File: src/hw/rtl/tcpq_pkg.sv
// ----------------------------------------------------------------------------
// tcpq_pkg
// Shared types and constants of the two-class priority queue.
// ----------------------------------------------------------------------------
`default_nettype none

package tcpq_pkg;

  localparam int QUEUE_DEPTH = 64;
  localparam int ID_LIMIT    = 1024;

  localparam int ID_W    = 10;
  localparam int ADDR_W  = $clog2(QUEUE_DEPTH);
  localparam int CNT_W   = $clog2(QUEUE_DEPTH + 1);
  localparam int CNTO_W  = 7;
  localparam int ENTRY_W = ID_W + 1;

  localparam int S_DATA_W = 16;
  localparam int M_DATA_W = 32;

  typedef enum logic [1:0] {
    CMD_ADD    = 2'd0,
    CMD_REMOVE = 2'd1,
    CMD_DEPART = 2'd2,
    CMD_QUERY  = 2'd3
  } cmd_e;

  typedef enum logic [2:0] {
    ST_IDLE,
    ST_SEARCH,
    ST_DECIDE,
    ST_SHIFT_UP,
    ST_SHIFT_DN,
    ST_DONE
  } state_e;

  typedef struct packed {
    logic            urgent;
    logic            entry_class;
    logic [ID_W-1:0] flight_id;
    cmd_e            command;
  } item_t;

  typedef struct packed {
    logic              urg;
    logic [ID_W-1:0]   id;
  } entry_t;

  typedef struct packed {
    logic [CNTO_W-1:0] urgent_count;
    logic [CNTO_W-1:0] entry_count;
    logic              id_present;
    logic [ID_W-1:0]   departed_id;
    logic              success;
  } result_t;

  typedef struct packed {
    logic              we;
    logic [ADDR_W-1:0] waddr;
    entry_t            wdata;
    logic              re;
    logic [ADDR_W-1:0] raddr;
  } mem_req_t;

endpackage

`default_nettype wire

File: src/hw/rtl/tcpq_ram.sv
// ----------------------------------------------------------------------------
// tcpq_ram
// Generic simple dual-port RAM, one write and one registered read port.
// ----------------------------------------------------------------------------
`default_nettype none

module tcpq_ram #(
  parameter int WIDTH = 8,
  parameter int DEPTH = 16
) (
  input  wire logic                     clk,
  input  wire logic                     we,
  input  wire logic [$clog2(DEPTH)-1:0] waddr,
  input  wire logic [WIDTH-1:0]         wdata,
  input  wire logic                     re,
  input  wire logic [$clog2(DEPTH)-1:0] raddr,
  output logic      [WIDTH-1:0]         rdata
);

  logic [WIDTH-1:0] mem [DEPTH];

  always_ff @(posedge clk) begin
    if (we) begin
      mem[waddr] <= wdata;
    end
    if (re) begin
      rdata <= mem[raddr];
    end
  end

endmodule

`default_nettype wire

File: src/hw/rtl/tcpq_ctrl.sv
// ----------------------------------------------------------------------------
// tcpq_ctrl
// Command sequencer: walks the slot RAM to find the ID, then shifts entries
// to open or close a gap, and keeps the entry and urgent counts.
// ----------------------------------------------------------------------------
`default_nettype none

module tcpq_ctrl (
  input  wire logic                 clk,
  input  wire logic                 rst,
  input  wire logic                 in_valid,
  output logic                      in_ready,
  input  wire tcpq_pkg::item_t      item_in,
  input  wire logic                 queue_type,
  input  wire logic                 res_ready,
  output logic                      res_valid,
  output tcpq_pkg::result_t         res,
  output tcpq_pkg::mem_req_t        mem_req,
  input  wire tcpq_pkg::entry_t     mem_rdata
);

  tcpq_pkg::state_e state, state_next;
  tcpq_pkg::item_t  item;

  logic [tcpq_pkg::CNT_W-1:0]  occ;
  logic [tcpq_pkg::CNT_W-1:0]  ucnt;
  logic [tcpq_pkg::CNT_W-1:0]  rd_idx;
  logic                        pend;
  logic [tcpq_pkg::ADDR_W-1:0] pend_addr;
  logic                        found;
  logic [tcpq_pkg::ADDR_W-1:0] pos;
  logic                        del_urg;
  logic [tcpq_pkg::ID_W-1:0]   head_id;
  logic                        head_urg;
  logic                        ok;
  logic [tcpq_pkg::ID_W-1:0]   departed;

  logic                        issue;
  logic                        hit;
  logic                        id_ok;
  logic                        add_ok;
  logic [tcpq_pkg::CNT_W-1:0]  ins_pos;

  assign id_ok = (item.flight_id != '0) &&
                 (32'(item.flight_id) < tcpq_pkg::ID_LIMIT);
  assign hit = pend && (mem_rdata.id == item.flight_id);
  assign add_ok = id_ok && !found && (item.entry_class == queue_type) &&
                  (32'(occ) < tcpq_pkg::QUEUE_DEPTH);
  assign ins_pos = item.urgent ? ucnt : occ;

  always_ff @(posedge clk) begin
    if (rst) begin
      state <= tcpq_pkg::ST_IDLE;
    end else begin
      state <= state_next;
    end
  end

  always_comb begin
    state_next     = state;
    in_ready       = 1'b0;
    res_valid      = 1'b0;
    issue          = 1'b0;
    mem_req        = '0;
    mem_req.wdata  = mem_rdata;
    res.success      = ok;
    res.departed_id  = departed;
    res.id_present   = id_ok && found;
    res.entry_count  = tcpq_pkg::CNTO_W'(occ);
    res.urgent_count = tcpq_pkg::CNTO_W'(ucnt);
    unique case (state)
      tcpq_pkg::ST_IDLE: begin
        in_ready = 1'b1;
        if (in_valid) begin
          state_next = tcpq_pkg::ST_SEARCH;
        end
      end
      tcpq_pkg::ST_SEARCH: begin
        issue         = rd_idx < occ;
        mem_req.re    = issue;
        mem_req.raddr = rd_idx[tcpq_pkg::ADDR_W-1:0];
        if (!issue && !pend) begin
          state_next = tcpq_pkg::ST_DECIDE;
        end
      end
      tcpq_pkg::ST_DECIDE: begin
        state_next = tcpq_pkg::ST_DONE;
        unique case (item.command)
          tcpq_pkg::CMD_ADD: begin
            if (add_ok) begin
              state_next = tcpq_pkg::ST_SHIFT_DN;
            end
          end
          tcpq_pkg::CMD_REMOVE: begin
            if (found) begin
              state_next = tcpq_pkg::ST_SHIFT_UP;
            end
          end
          tcpq_pkg::CMD_DEPART: begin
            if (occ != '0) begin
              state_next = tcpq_pkg::ST_SHIFT_UP;
            end
          end
          default: begin
            state_next = tcpq_pkg::ST_DONE;
          end
        endcase
      end
      tcpq_pkg::ST_SHIFT_UP: begin
        // close the gap: entry i+1 moves to i
        issue         = rd_idx < occ;
        mem_req.re    = issue;
        mem_req.raddr = rd_idx[tcpq_pkg::ADDR_W-1:0];
        mem_req.we    = pend;
        mem_req.waddr = pend_addr - 1'b1;
        if (!issue && !pend) begin
          state_next = tcpq_pkg::ST_DONE;
        end
      end
      tcpq_pkg::ST_SHIFT_DN: begin
        // open a gap at pos: entry i moves to i+1, tail first
        issue         = rd_idx > tcpq_pkg::CNT_W'(pos);
        mem_req.re    = issue;
        mem_req.raddr = tcpq_pkg::ADDR_W'(rd_idx - 1'b1);
        mem_req.we    = pend;
        mem_req.waddr = pend_addr + 1'b1;
        if (!issue && !pend) begin
          mem_req.we          = 1'b1;
          mem_req.waddr       = pos;
          mem_req.wdata.id    = item.flight_id;
          mem_req.wdata.urg   = item.urgent;
          state_next          = tcpq_pkg::ST_DONE;
        end
      end
      tcpq_pkg::ST_DONE: begin
        res_valid = res_ready;
        if (res_ready) begin
          state_next = tcpq_pkg::ST_IDLE;
        end
      end
      default: begin
        state_next = tcpq_pkg::ST_IDLE;
      end
    endcase
  end

  always_ff @(posedge clk) begin
    if (rst) begin
      occ  <= '0;
      ucnt <= '0;
      pend <= 1'b0;
    end else begin
      pend <= issue;
      case (state)
        tcpq_pkg::ST_SHIFT_UP: begin
          if (!issue && !pend) begin
            occ  <= occ - 1'b1;
            ucnt <= ucnt - tcpq_pkg::CNT_W'(del_urg);
          end
        end
        tcpq_pkg::ST_SHIFT_DN: begin
          if (!issue && !pend) begin
            occ  <= occ + 1'b1;
            ucnt <= ucnt + tcpq_pkg::CNT_W'(item.urgent);
          end
        end
        default: begin
        end
      endcase
    end
  end

  always_ff @(posedge clk) begin
    pend_addr <= mem_req.raddr;
    case (state)
      tcpq_pkg::ST_IDLE: begin
        item     <= item_in;
        rd_idx   <= '0;
        found    <= 1'b0;
        ok       <= 1'b0;
        departed <= '0;
      end
      tcpq_pkg::ST_SEARCH: begin
        if (issue) begin
          rd_idx <= rd_idx + 1'b1;
        end
        if (pend && pend_addr == '0) begin
          head_id  <= mem_rdata.id;
          head_urg <= mem_rdata.urg;
        end
        if (hit) begin
          found   <= 1'b1;
          pos     <= pend_addr;
          del_urg <= mem_rdata.urg;
        end
      end
      tcpq_pkg::ST_DECIDE: begin
        unique case (item.command)
          tcpq_pkg::CMD_ADD: begin
            ok     <= add_ok;
            pos    <= tcpq_pkg::ADDR_W'(ins_pos);
            rd_idx <= occ;
          end
          tcpq_pkg::CMD_REMOVE: begin
            ok     <= found;
            rd_idx <= tcpq_pkg::CNT_W'(pos) + 1'b1;
          end
          tcpq_pkg::CMD_DEPART: begin
            if (occ != '0) begin
              ok       <= 1'b1;
              departed <= head_id;
              del_urg  <= head_urg;
              rd_idx   <= tcpq_pkg::CNT_W'(1);
            end
          end
          default: begin
          end
        endcase
      end
      tcpq_pkg::ST_SHIFT_UP: begin
        if (issue) begin
          rd_idx <= rd_idx + 1'b1;
        end
      end
      tcpq_pkg::ST_SHIFT_DN: begin
        if (issue) begin
          rd_idx <= rd_idx - 1'b1;
        end
      end
      default: begin
      end
    endcase
  end

  a_ucnt_le_occ: assert property (@(posedge clk) disable iff (rst)
    ucnt <= occ) else $error("urgent count above entry count");

  a_occ_le_depth: assert property (@(posedge clk) disable iff (rst)
    32'(occ) <= tcpq_pkg::QUEUE_DEPTH) else $error("entry count above depth");

  a_no_wr_in_search: assert property (@(posedge clk) disable iff (rst)
    (state == tcpq_pkg::ST_SEARCH) |-> !mem_req.we)
    else $error("slot write during search");

  a_no_rw_overlap: assert property (@(posedge clk) disable iff (rst)
    (mem_req.we && mem_req.re) |-> (mem_req.waddr != mem_req.raddr))
    else $error("shift reads and writes the same slot");

  a_one_result: assert property (@(posedge clk) disable iff (rst)
    res_valid |=> (state == tcpq_pkg::ST_IDLE) && !res_valid)
    else $error("result issued twice");

endmodule

`default_nettype wire

File: src/hw/rtl/two_class_priority_queue_unit.sv
// ----------------------------------------------------------------------------
// two_class_priority_queue_unit
// Ordered queue of IDs with an urgent class kept ahead of the regular class.
//
//   channel  dir  payload (low bit up)
//   s_axis   in   command[1:0] flight_id[11:2] entry_class[12] urgent[13]
//   m_axis   out  success[0] departed_id[10:1] id_present[11]
//                 entry_count[18:12] urgent_count[25:19]
//   cfg      in   queue_type
//
// A command walks the slot RAM once to look up the ID, then shifts the tail
// to open or close a slot, all through the single read port. One command is
// in flight at a time; a finished result waits in the output register while
// the next beat is taken. Reset empties the queue at once; slot contents are
// not cleared.
// ----------------------------------------------------------------------------
`default_nettype none

module two_class_priority_queue_unit (
  input  wire logic                            clk,
  input  wire logic                            rst,
  input  wire logic                            s_tvalid,
  output logic                                 s_tready,
  // command, flight_id, entry_class, urgent
  input  wire logic [tcpq_pkg::S_DATA_W-1:0]   s_tdata,
  output logic                                 m_tvalid,
  input  wire logic                            m_tready,
  // success, departed_id, id_present, entry_count, urgent_count
  output logic      [tcpq_pkg::M_DATA_W-1:0]   m_tdata,
  input  wire logic                            cfg_wr_en,
  input  wire logic                            cfg_wr_data
);

  logic               queue_type;
  logic               res_ready;
  logic               res_valid;
  tcpq_pkg::result_t  res;
  tcpq_pkg::item_t    item;
  tcpq_pkg::mem_req_t mem_req;
  tcpq_pkg::entry_t   mem_rdata;

  assign item      = tcpq_pkg::item_t'(s_tdata[$bits(tcpq_pkg::item_t)-1:0]);
  assign res_ready = !m_tvalid || m_tready;

  always_ff @(posedge clk) begin
    if (rst) begin
      queue_type <= 1'b0;
    end else if (cfg_wr_en) begin
      queue_type <= cfg_wr_data;
    end
  end

  always_ff @(posedge clk) begin
    if (rst) begin
      m_tvalid <= 1'b0;
    end else if (res_valid) begin
      m_tvalid <= 1'b1;
    end else if (m_tready) begin
      m_tvalid <= 1'b0;
    end
  end

  always_ff @(posedge clk) begin
    if (res_valid) begin
      m_tdata <= tcpq_pkg::M_DATA_W'(res);
    end
  end

  tcpq_ctrl u_ctrl (
    .clk        (clk),
    .rst        (rst),
    .in_valid   (s_tvalid),
    .in_ready   (s_tready),
    .item_in    (item),
    .queue_type (queue_type),
    .res_ready  (res_ready),
    .res_valid  (res_valid),
    .res        (res),
    .mem_req    (mem_req),
    .mem_rdata  (mem_rdata)
  );

  tcpq_ram #(
    .WIDTH (tcpq_pkg::ENTRY_W),
    .DEPTH (tcpq_pkg::QUEUE_DEPTH)
  ) u_slots (
    .clk   (clk),
    .we    (mem_req.we),
    .waddr (mem_req.waddr),
    .wdata (mem_req.wdata),
    .re    (mem_req.re),
    .raddr (mem_req.raddr),
    .rdata (mem_rdata)
  );

endmodule

`default_nettype wire
File: config.mk
export PLATFORM = sky130hd
export DESIGN_NAME = two_class_priority_queue_unit
export DESIGN_NICKNAME = d
export VERILOG_FILES = /design/src/hw/rtl/tcpq_pkg.sv /design/src/hw/rtl/tcpq_ram.sv /design/src/hw/rtl/tcpq_ctrl.sv /design/src/hw/rtl/two_class_priority_queue_unit.sv
export SDC_FILE = /design/constraint.sdc
export NUM_CORES = 1
export LEC_CHECK = 0
export CORE_ASPECT_RATIO = 0.75
export CORE_MARGIN = 4
export CORE_UTILIZATION = 25
export CTS_CLUSTER_SIZE = 24
export DETAILED_ROUTE_END_ITERATION = 7
export DONT_BUFFER_PORTS = 1
export PLACE_DENSITY = 0.45
export SYNTH_ARGS = -nofsm -noshare
export SYNTH_HDL_FRONTEND = slang
export SYNTH_SLANG_ARGS = --single-unit
File: constraint.sdc
create_clock -name clk -period 5 [get_ports clk]
set_input_delay 0.5 -clock clk [delete_from_list [all_inputs] [get_ports clk]]
set_output_delay 0.5 -clock clk [all_outputs]
set_load 0.005 [all_outputs]
==> impl_summary.md, run 1 <==
Power and ir drop
The highest ir drop seen on vdd is 0.423 mV. The share of power burned in registers is 34.9%. Power spread over the standard cell area amounts to 613 mW/mm^2. Of the total power, the share spent switching nets is 41.2%. Cell internal power was estimated by the tool at 16,100 uW. Combinational logic burns 41.5% of the power. In this run the power spent charging and discharging nets is 11,300 uW.

The share of total power dissipated in the clock network is 23.6%. The analysis attributes to cell leakage a power of 0.0141 uW.

Yosys
The share of synthesized area occupied by flip-flops and latches is 62.8%. The share of flip-flops with an asynchronous set or reset after synthesis is 0%. The number of enable flip-flop cells after synthesis is 792.

The cell type contributing the most total cell area after synthesis is sky130_fd_sc_hd__edfxtp_1. The main flop type after synthesis is sky130_fd_sc_hd__edfxtp_1. Each instance of the synthesized netlist takes up on average 12.6 sq um. By area the synthesized netlist is led by sky130_fd_sc_hd__edfxtp_1 61%, sky130_fd_sc_hd__o221ai_1 4.0%, sky130_fd_sc_hd__a22o_1 3.5%. The mapped netlist covers 0.0387 sq mm. The number of distinct library cell variants in the gate-level netlist after synthesis is 76. For this run, the number of Yosys warnings is 0. The share of the synthesized area in the top cell type is 61.5%. The gate count of the mapped netlist is 3,076. Synthesis inferred 818 register bits.

Detailed routing
The detailed-routing iteration count for the pre-antenna-repair pass is 8. The vias per cell is 5.54. The number of DRC violations after detailed routing is 0. The detailed router finished its first iteration with 3,374 violations. The detail-routed net length per standard cell is 25.8 microns.

Wires add up to 133 mm. In this run the remaining antenna-violating nets after routing total 0. The via count is 28,414.

Finish
The library cell used most frequently in the layout, excluding fill and tap cells, is sky130_fd_sc_hd__edfxtp_1. The footprint of the flip-flops and latches is 0.0243 sq mm. The fraction of layout cells with a size suffix above 1 is 14.3%. The final net count is 3,102. The final-layout fill cell count is 15,358. The library cells used most frequently in the layout, excluding fill and tap cells, are 792 x sky130_fd_sc_hd__edfxtp_1, 312 x sky130_fd_sc_hd__nand2_1, 226 x sky130_fd_sc_hd__a21oi_1. The multi-input combinational cells in the finished layout cover a total of 0.0135 sq mm. The area growth from synthesis to layout is 15.8%.

After the flow finishes, the layout carries non-filler instances totaling 5,133.

Floorplan
The number of ports placed on the die boundary is 56. The die is 349 microns tall. The standard cell core area is 0.153 sq mm. The area enclosed by the die boundary is 0.161 sq mm. In this run the core area contains 124 standard-cell rows. The die is 462 microns wide. The initial utilization of the core area, before any placement, comes to 25.3%.

Placed design
The total placed cells including tap cells is 4,956. The quantity of I/O buffers inserted on ports is 0. The placer congestion estimate is 0.830. Timing analysis after detailed placement gives a worst setup slack of 822 ps. Detailed placement finished with a half-perimeter wire length of 80.2 mm.

Setup path
The largest fanout on the critical path is 56. The worst setup path startpoint is u_ctrl.rd_idx[1]. The timing endpoint of the critical path is u_slots.rdata[8]. For the worst setup path, the data required time is 5330 ps. The endpoint identified for the worst register-to-register timing path is u_slots.rdata[8]. The worst register-to-register path begins at u_ctrl.rd_idx[1]. The signal on the critical path passes through inv_1 -> ha_1 -> xnor2_1 -> o21a_4 -> inv_8 -> mux2_2 -> a221oi_1 -> o22ai_1 -> o21ai_0 -> nand4_1. The kind of start point of the critical path is a register. The sum of buffers and inverters on the critical path is 2. On the critical path the largest part of the delay comes from compound AO/OA/AOI/OAI gates. In this run the register-to-register setup slack is 560 ps. The logic depth of the worst path, buffers included is 10. For the worst flop-to-flop path, the logic depth is 10. The highest-delay cell along the critical path is sky130_fd_sc_hd__o21ai_0. For the worst setup path, the data arrival time is 4760 ps. The worst setup path is captured at a register. The critical path class is reg -> reg.

For this run, the slowest stage of the critical path takes 830 ps.

STA
At the pin with the least slew margin, the transition time is 1360 ps. Setup violations remaining at the end of the flow were counted as 0. On the final layout, the worst clock skew is 39.9 ps. Headroom to the max-slew limit came out at 8.98%. The final-report hold violation count is 0. Static timing analysis puts the maximum clock frequency at 0.225 GHz. Setup slack closes at 561 ps.

Setup repair after global routing left no endpoint under its margin. The time the final worst path needs with I/O delays and setup is 4440 ps. The total count of max-transition violations in the final report came to 0. In the finished design, the share of the clock period the worst path needs comes to 88.8%. Setup total negative slack on the finished layout was measured at 0 ps.

Global routing
The initial antenna violation count is 8. The largest net degree at the start of global routing is 154. For this run the aggregate overflow at the end of global routing stands at 0. The total global-route track usage is 15.8%. The via count of the first global-routing pass is 26,438. The wire length of the first global-routing pass is 190 mm.

Clock network
The clock tree from TritonCTS is done. The H-tree depth is 3. The clock slew at the register clock pins of the worst setup and hold paths is 70 ps. The clock passes through at most 3 buffers. Clock tree synthesis selected as its root buffer the cell sky130_fd_sc_hd__clkbuf_16. For the worst-skew pair, the clock arrives at the later sink with an insertion delay of 700 ps.

Clock tree synthesis inserted a total of 86 buffers. For this design, the sink count on the clock tree is 818.

Worst hold path
The number of stages on the worst hold path is 2. The worst hold path belongs to the class in -> reg.

Run status
The flow ran to the end, and the final reports show no timing, DRC or antenna violations.

Run
The number of maximum-capacitance violations is 0.
-- power groups by stage --
stage / sequential, uW / combinational [uW] / clock, uW
4_1_cts: 9580 / 11300 / 6670
3_5_place_dp: 9720 / 11200 / 0
3_3_place_gp: 9720 / 11200 / 0
5_1_grt: 9620 / 12200 / 6940
6_report: 9580 / 11400 / 6490
2_1_floorplan: 9400 / 6910 / 0
-- sequential cells by signal (all words and copies together), names as in the netlist, 10 cells and up --
name,cells
u_slots.mem,704
m_tdata,26
u_ctrl.item,14
u_slots.rdata,11
u_ctrl.departed,10
u_ctrl.head_id,10
-- Yosys cell counts, types with 21 or more instances --
library cell and count:
sky130_fd_sc_hd__nand2_1 314, sky130_fd_sc_hd__a22oi_1 48, sky130_fd_sc_hd__a211oi_1 38, sky130_fd_sc_hd__a32o_1 50
sky130_fd_sc_hd__clkbuf_1 230, sky130_fd_sc_hd__mux2_2 58, sky130_fd_sc_hd__buf_1 21, sky130_fd_sc_hd__o22ai_1 51
sky130_fd_sc_hd__o21ai_0 53, sky130_fd_sc_hd__a221o_1 26, sky130_fd_sc_hd__nor4_1 25, sky130_fd_sc_hd__a32oi_1 148
sky130_fd_sc_hd__nand3_1 156, sky130_fd_sc_hd__dfxtp_1 26, sky130_fd_sc_hd__nor2_1 33, sky130_fd_sc_hd__nor3_1 73
sky130_fd_sc_hd__o221ai_1 177, sky130_fd_sc_hd__edfxtp_1 792, sky130_fd_sc_hd__ha_1 33, sky130_fd_sc_hd__inv_1 32
sky130_fd_sc_hd__a22o_1 156, sky130_fd_sc_hd__a211o_1 22, sky130_fd_sc_hd__a21oi_1 227, sky130_fd_sc_hd__buf_2 46
-- through the flow --
stage | util, % | hold WS [ps] | area (sq um) | total power (uW)
global placement | 27.3 | 402 | 41900 | 20900
detailed placement | 27.3 | 405 | 41900 | 21000
finish | 29.3 | 61.4 | 44800 | 27500
floorplan | - | 400 | 38700 | 16300
CTS | 29.3 | 0.588 | 44800 | 27500
global route | 29.3 | 30.7 | 44800 | 28700
-- kinds of logic (layout without fill, tap and decap cells) --
family                   after synthesis  in the layout  synth area share [%]
other                                  1              8               0.00969
flip-flops                           818            818                  62.8
XOR/XNOR                              33             33                 0.747
AND/OR/NAND/NOR                      686            686                  8.26
adder cells (fa/ha/maj)               35             35                  1.17
buffers and inverters                343            377                  3.59
AO/OA/AOI/OAI                       1095           1095                  21.6
multiplexers                          65             65                  1.87
-- worst min path at each step --
stage	slack, ps	start	end
floorplan	400	u_ctrl.ok	m_tdata[0]
global placement	400	u_ctrl.departed[5]	m_tdata[6]
detailed placement	400	u_ctrl.departed[7]	m_tdata[8]
CTS	0.6	rst	u_ctrl.occ[6]
global route	30	rst	u_ctrl.occ[6]
finish	60	rst	u_ctrl.occ[6]
-- timing repair --
item                                   in CTS  in global routing
hold buffers                               17                  0
resized for setup                           0                  0
setup buffers                               0                  0
endpoints found under the hold margin      31                  0
setup endpoints to repair                   0                  0
-- per-layer routing --
layer / vias to the layer above / share of wire [%] / GRT usage (%)
li1: 12556 / - / -
met1: 14537 / 49 / 24.6
met2: 1148 / 41 / 21.7
met3: 171 / 7.9 / 3.59
met4: 2 / 2.5 / 4.12
met5: - / 0.0068 / 0
-- area by class of cell --
class                   instances  area share [%]
multi-input cells            1920            30.1
diodes                          2          0.0112
clock inverters                53            1.11
flip-flops and latches        818            54.2
well taps                    2016            5.63
repair buffers                182            3.51
clock buffers                 105            5.10
inverters                      37           0.329
Power figures use the tool's default switching activity.
==> run 2, diff against run 1 <==
- PLACE_DENSITY: 0.45 -> 0.38
==> run 2 against run 1 <==
- design area barely moved
- non-clock buffer count rose by 14
- final cell count rose by 0.39%
- maximum frequency fell by 0.73%
- first-iteration DRC count fell by 22%
- hold slack improved by 1.2 ps
- via count rose by 1.1%
- critical path depth fell by 3
- utilization barely moved
- clock power rose by 1%
- clock skew fell by 3.7 ps
- count of clock-buffer cells in the layout rose by 2
- largest cell class unchanged
- highest routed layer unchanged
==> impl_summary.md, run 2 (same netlist as run 1, synthesis figures left out) <==
Global routing
After global routing, the most crowded layer is met2. The global routing met1 resource utilization came to 23.8% (-0.84 points). The largest net degree at the start of global routing is 132 (-14%). The total global-route track usage is 16.5% (+0.67 points). The leftover overflow at the end of global routing came to 0 (unchanged). The via count of the first global-routing pass is 28,195 (+6.6%). The initial antenna violation count was 5 (-3). The wire length of the first global-routing pass is 198 mm (+3.8%).

The global-route track usage on met2 is 25.4% (+3.7 points). The met3 usage was 3.08% (-0.51 points).

Floorplan
The starting utilization of the core area was 25.3% (unchanged). The die boundary height is 349 microns (unchanged). The floorplan row count is 124 (unchanged).

The floorplan die width is 462 microns (unchanged). The number of ports placed on the die boundary is 56 (unchanged). The area enclosed by the die boundary came to 0.161 sq mm (unchanged). The standard cell core area is 0.153 sq mm (unchanged).

Power and ir drop
The total power per unit cell area is 621 mW/mm^2 (+1.4%). The highest ir drop seen on vdd is 0.512 mV (+21%). The leakage power is 0.0141 uW (+0.45%).

Setup path
Traced cell by cell, the critical path runs through ha_1 -> nand4b_1 -> or2_1 -> o32ai_2 -> nand2_1 -> a211o_1 -> nor3_2. The critical path class is reg -> reg. The biggest cell delay along the critical path is 940 ps (+110 ps).

STA classifies the critical path endpoint as a register. The endpoint arrival time on the critical path was 4770 ps (about the same). The required time at the endpoint of the critical path is 5300 ps (-30 ps). For this design, the slowest cell found on the critical path is sky130_fd_sc_hd__nor3_2. The kind of start point of the critical path is a register. The largest fanout on the critical path is 15 (-73%).

STA
The transition time at the pin with the least slew margin is 1400 ps (+34.3 ps). The time the final worst path needs with I/O delays and setup is 4470 ps (+32.6 ps). Setup repair after global routing left no endpoint under its margin. The final-report hold violation count is 0 (unchanged). The setup violation total in the final timing report is 0 (unchanged). The final-layout setup total negative slack is 0 ps (unchanged). The worst-case clock skew was 36.3 ps (-3.66 ps).

The timing-limited maximum frequency came to 0.224 GHz (-0.73%). The total count of max-transition violations in the final report was 0 (unchanged). The max-slew headroom at the worst pin is 6.40% (-2.6 points). The part of the cycle the worst path needs is 89.4% (+0.65 points).

Detailed routing
The violation count after the first detailed-route iteration is 2,615 (-22%). The vias per cell is 5.57 (+0.69%). The via count is 28,721 (+1.1%). The remaining number of nets flagged by the antenna check after routing is 0 (unchanged). The number of DRC violations after detailed routing is 0 (unchanged). The total detailed-routing wirelength is 138 mm (+3.9%). The detail-routed net length per standard cell came to 26.7 microns (+3.5%). The detailed-routing iteration count for the pre-antenna-repair pass is 6 (-2).

Finish
The final net count is 3,118 (+0.52%). The largest registers in the layout are u_slots.mem (704), m_tdata (26), u_ctrl.item (14). The post-layout instance count excluding filler cells came to 5,153 (+0.39%). The layout overhead on the synthesized area is 15.9% (about the same). Leaving out fill and tap cells, the most frequent cells in the layout are 792 x sky130_fd_sc_hd__edfxtp_1, 312 x sky130_fd_sc_hd__nand2_1, 226 x sky130_fd_sc_hd__a21oi_1. The register containing the most flip-flops in the final layout is u_slots.mem. The flip-flop count of the largest register, all copies and words added came to 704 (unchanged). The fraction of layout cells with a size suffix above 1 is 14.1% (-0.22 points). The most frequent standard cell in the layout excluding fill and tap cells is sky130_fd_sc_hd__edfxtp_1. The post-route standard cell area excluding fillers is 0.0448 sq mm (about the same). The final-layout fill cell count was 15,245 (-0.74%).

Worst hold path
The path class of the lowest-slack min-delay path is in -> reg.

Clock network
The clock network latency to the later pin of the worst-skew pair is 710 ps (about the same). The total of cells resized after clock tree synthesis was 0 (unchanged). The buffer levels on the longest clock path is 3 (unchanged). The number of sinks driven by the clock tree is 818 (unchanged).

The clock slew at the register clock pins of the worst setup and hold paths is 70 ps (about the same). In this run the clock root is driven by a sky130_fd_sc_hd__clkbuf_16. The number of clock buffers inserted by TritonCTS came to 88 (+2.3%). The H-tree depth is 3 (unchanged). TritonCTS built the clock tree.

Placed design
The total placed cells including tap cells came to 4,970 (+0.28%). The placer congestion estimate is 0.841 (+1.3%). The quantity of I/O buffers inserted on ports came to 0 (unchanged). The post-place instance area is 0.0418 sq mm (-0.13%). The HPWL after detailed placement is 84.0 mm (+4.7%).

Run status
The flow ran to the end, and the final reports show no timing, DRC or antenna violations.

Run
The number of maximum-capacitance violations is 0 (unchanged).
[run 2: changes by cell type in the layout (fill, tap and decap cells not counted), moves of 5 or more]
cell                         delta
sky130_fd_sc_hd__clkinv_2       -6
sky130_fd_sc_hd__buf_4         +18
sky130_fd_sc_hd__nor3_2        -18
sky130_fd_sc_hd__clkinvlp_4     +5
sky130_fd_sc_hd__nor3_1        +18
[run 2: layout make-up]
cell class | instances | area [sq um] | area share, %
flip-flops and latches | 818 | 24300 | 54.2
multi-input cells | 1920 | 13400 | 29.8
well taps | 2016 | 2520 | 5.63
clock buffers | 107 | 2320 | 5.19
repair buffers | 196 | 1630 | 3.63
clock inverters | 57 | 532 | 1.19
inverters | 37 | 148 | 0.329
diodes | 2 | 5.00 | 0.0112
[run 2: worst paths after layout]
kind	from	endpoint	slack, ps	depth (start not counted)
min	rst	u_ctrl.occ[6]	60	2
max	u_ctrl.rd_idx[3]	u_slots.mem[6][2]	530	7
min reg2reg	u_ctrl.departed[8]	m_tdata[9]	430	0
max reg2reg	u_ctrl.rd_idx[3]	u_slots.mem[6][2]	530	7
[run 2: layer usage]
| metal | share of wire [%] | wire, microns |
|---|---|---|
| met1 | 46 | 64000 |
| met2 | 44 | 60900 |
| met3 | 6.9 | 9510 |
| met4 | 2.4 | 3310 |
| met5 | 0.0080 | 11 |
[run 2: timing repair]
action,in CTS,in global routing
hold buffers,17,0
setup buffers,0,0
endpoints found under the hold margin,33,0
[run 2: per-stage QoR]
| stage | hold slack, ps | setup WS, ps | utilization (%) | total power (uW) |
|---|---|---|---|---|
| final | 62.6 | 528 | 29.3 | 27900 |
| after global routing | 58.9 | 314 | 29.3 | 29200 |
| after CTS | 4.81 | 470 | 29.3 | 28000 |
| after detailed placement | 414 | 505 | 27.3 | 21400 |
| after global placement | 403 | 647 | 27.3 | 21100 |
| after floorplan | 400 | 922 | - | 16300 |
[run 2: where the power goes]
| part | internal (uW) | switching, uW | leakage, uW |
|---|---|---|---|
| clock | 3740 | 2830 | 0.00139 |
| sequential | 9110 | 453 | 0.00739 |
| combinational | 3460 | 8270 | 0.00534 |
[run 2: worst max-delay path: cells and delay by family (launching register included)]
family	cells	cell delay [ps]
AND/OR/NAND/NOR	4	1710
AO/OA/AOI/OAI	2	1290
flip-flops	1	660
adder cells (fa/ha/maj)	1	400
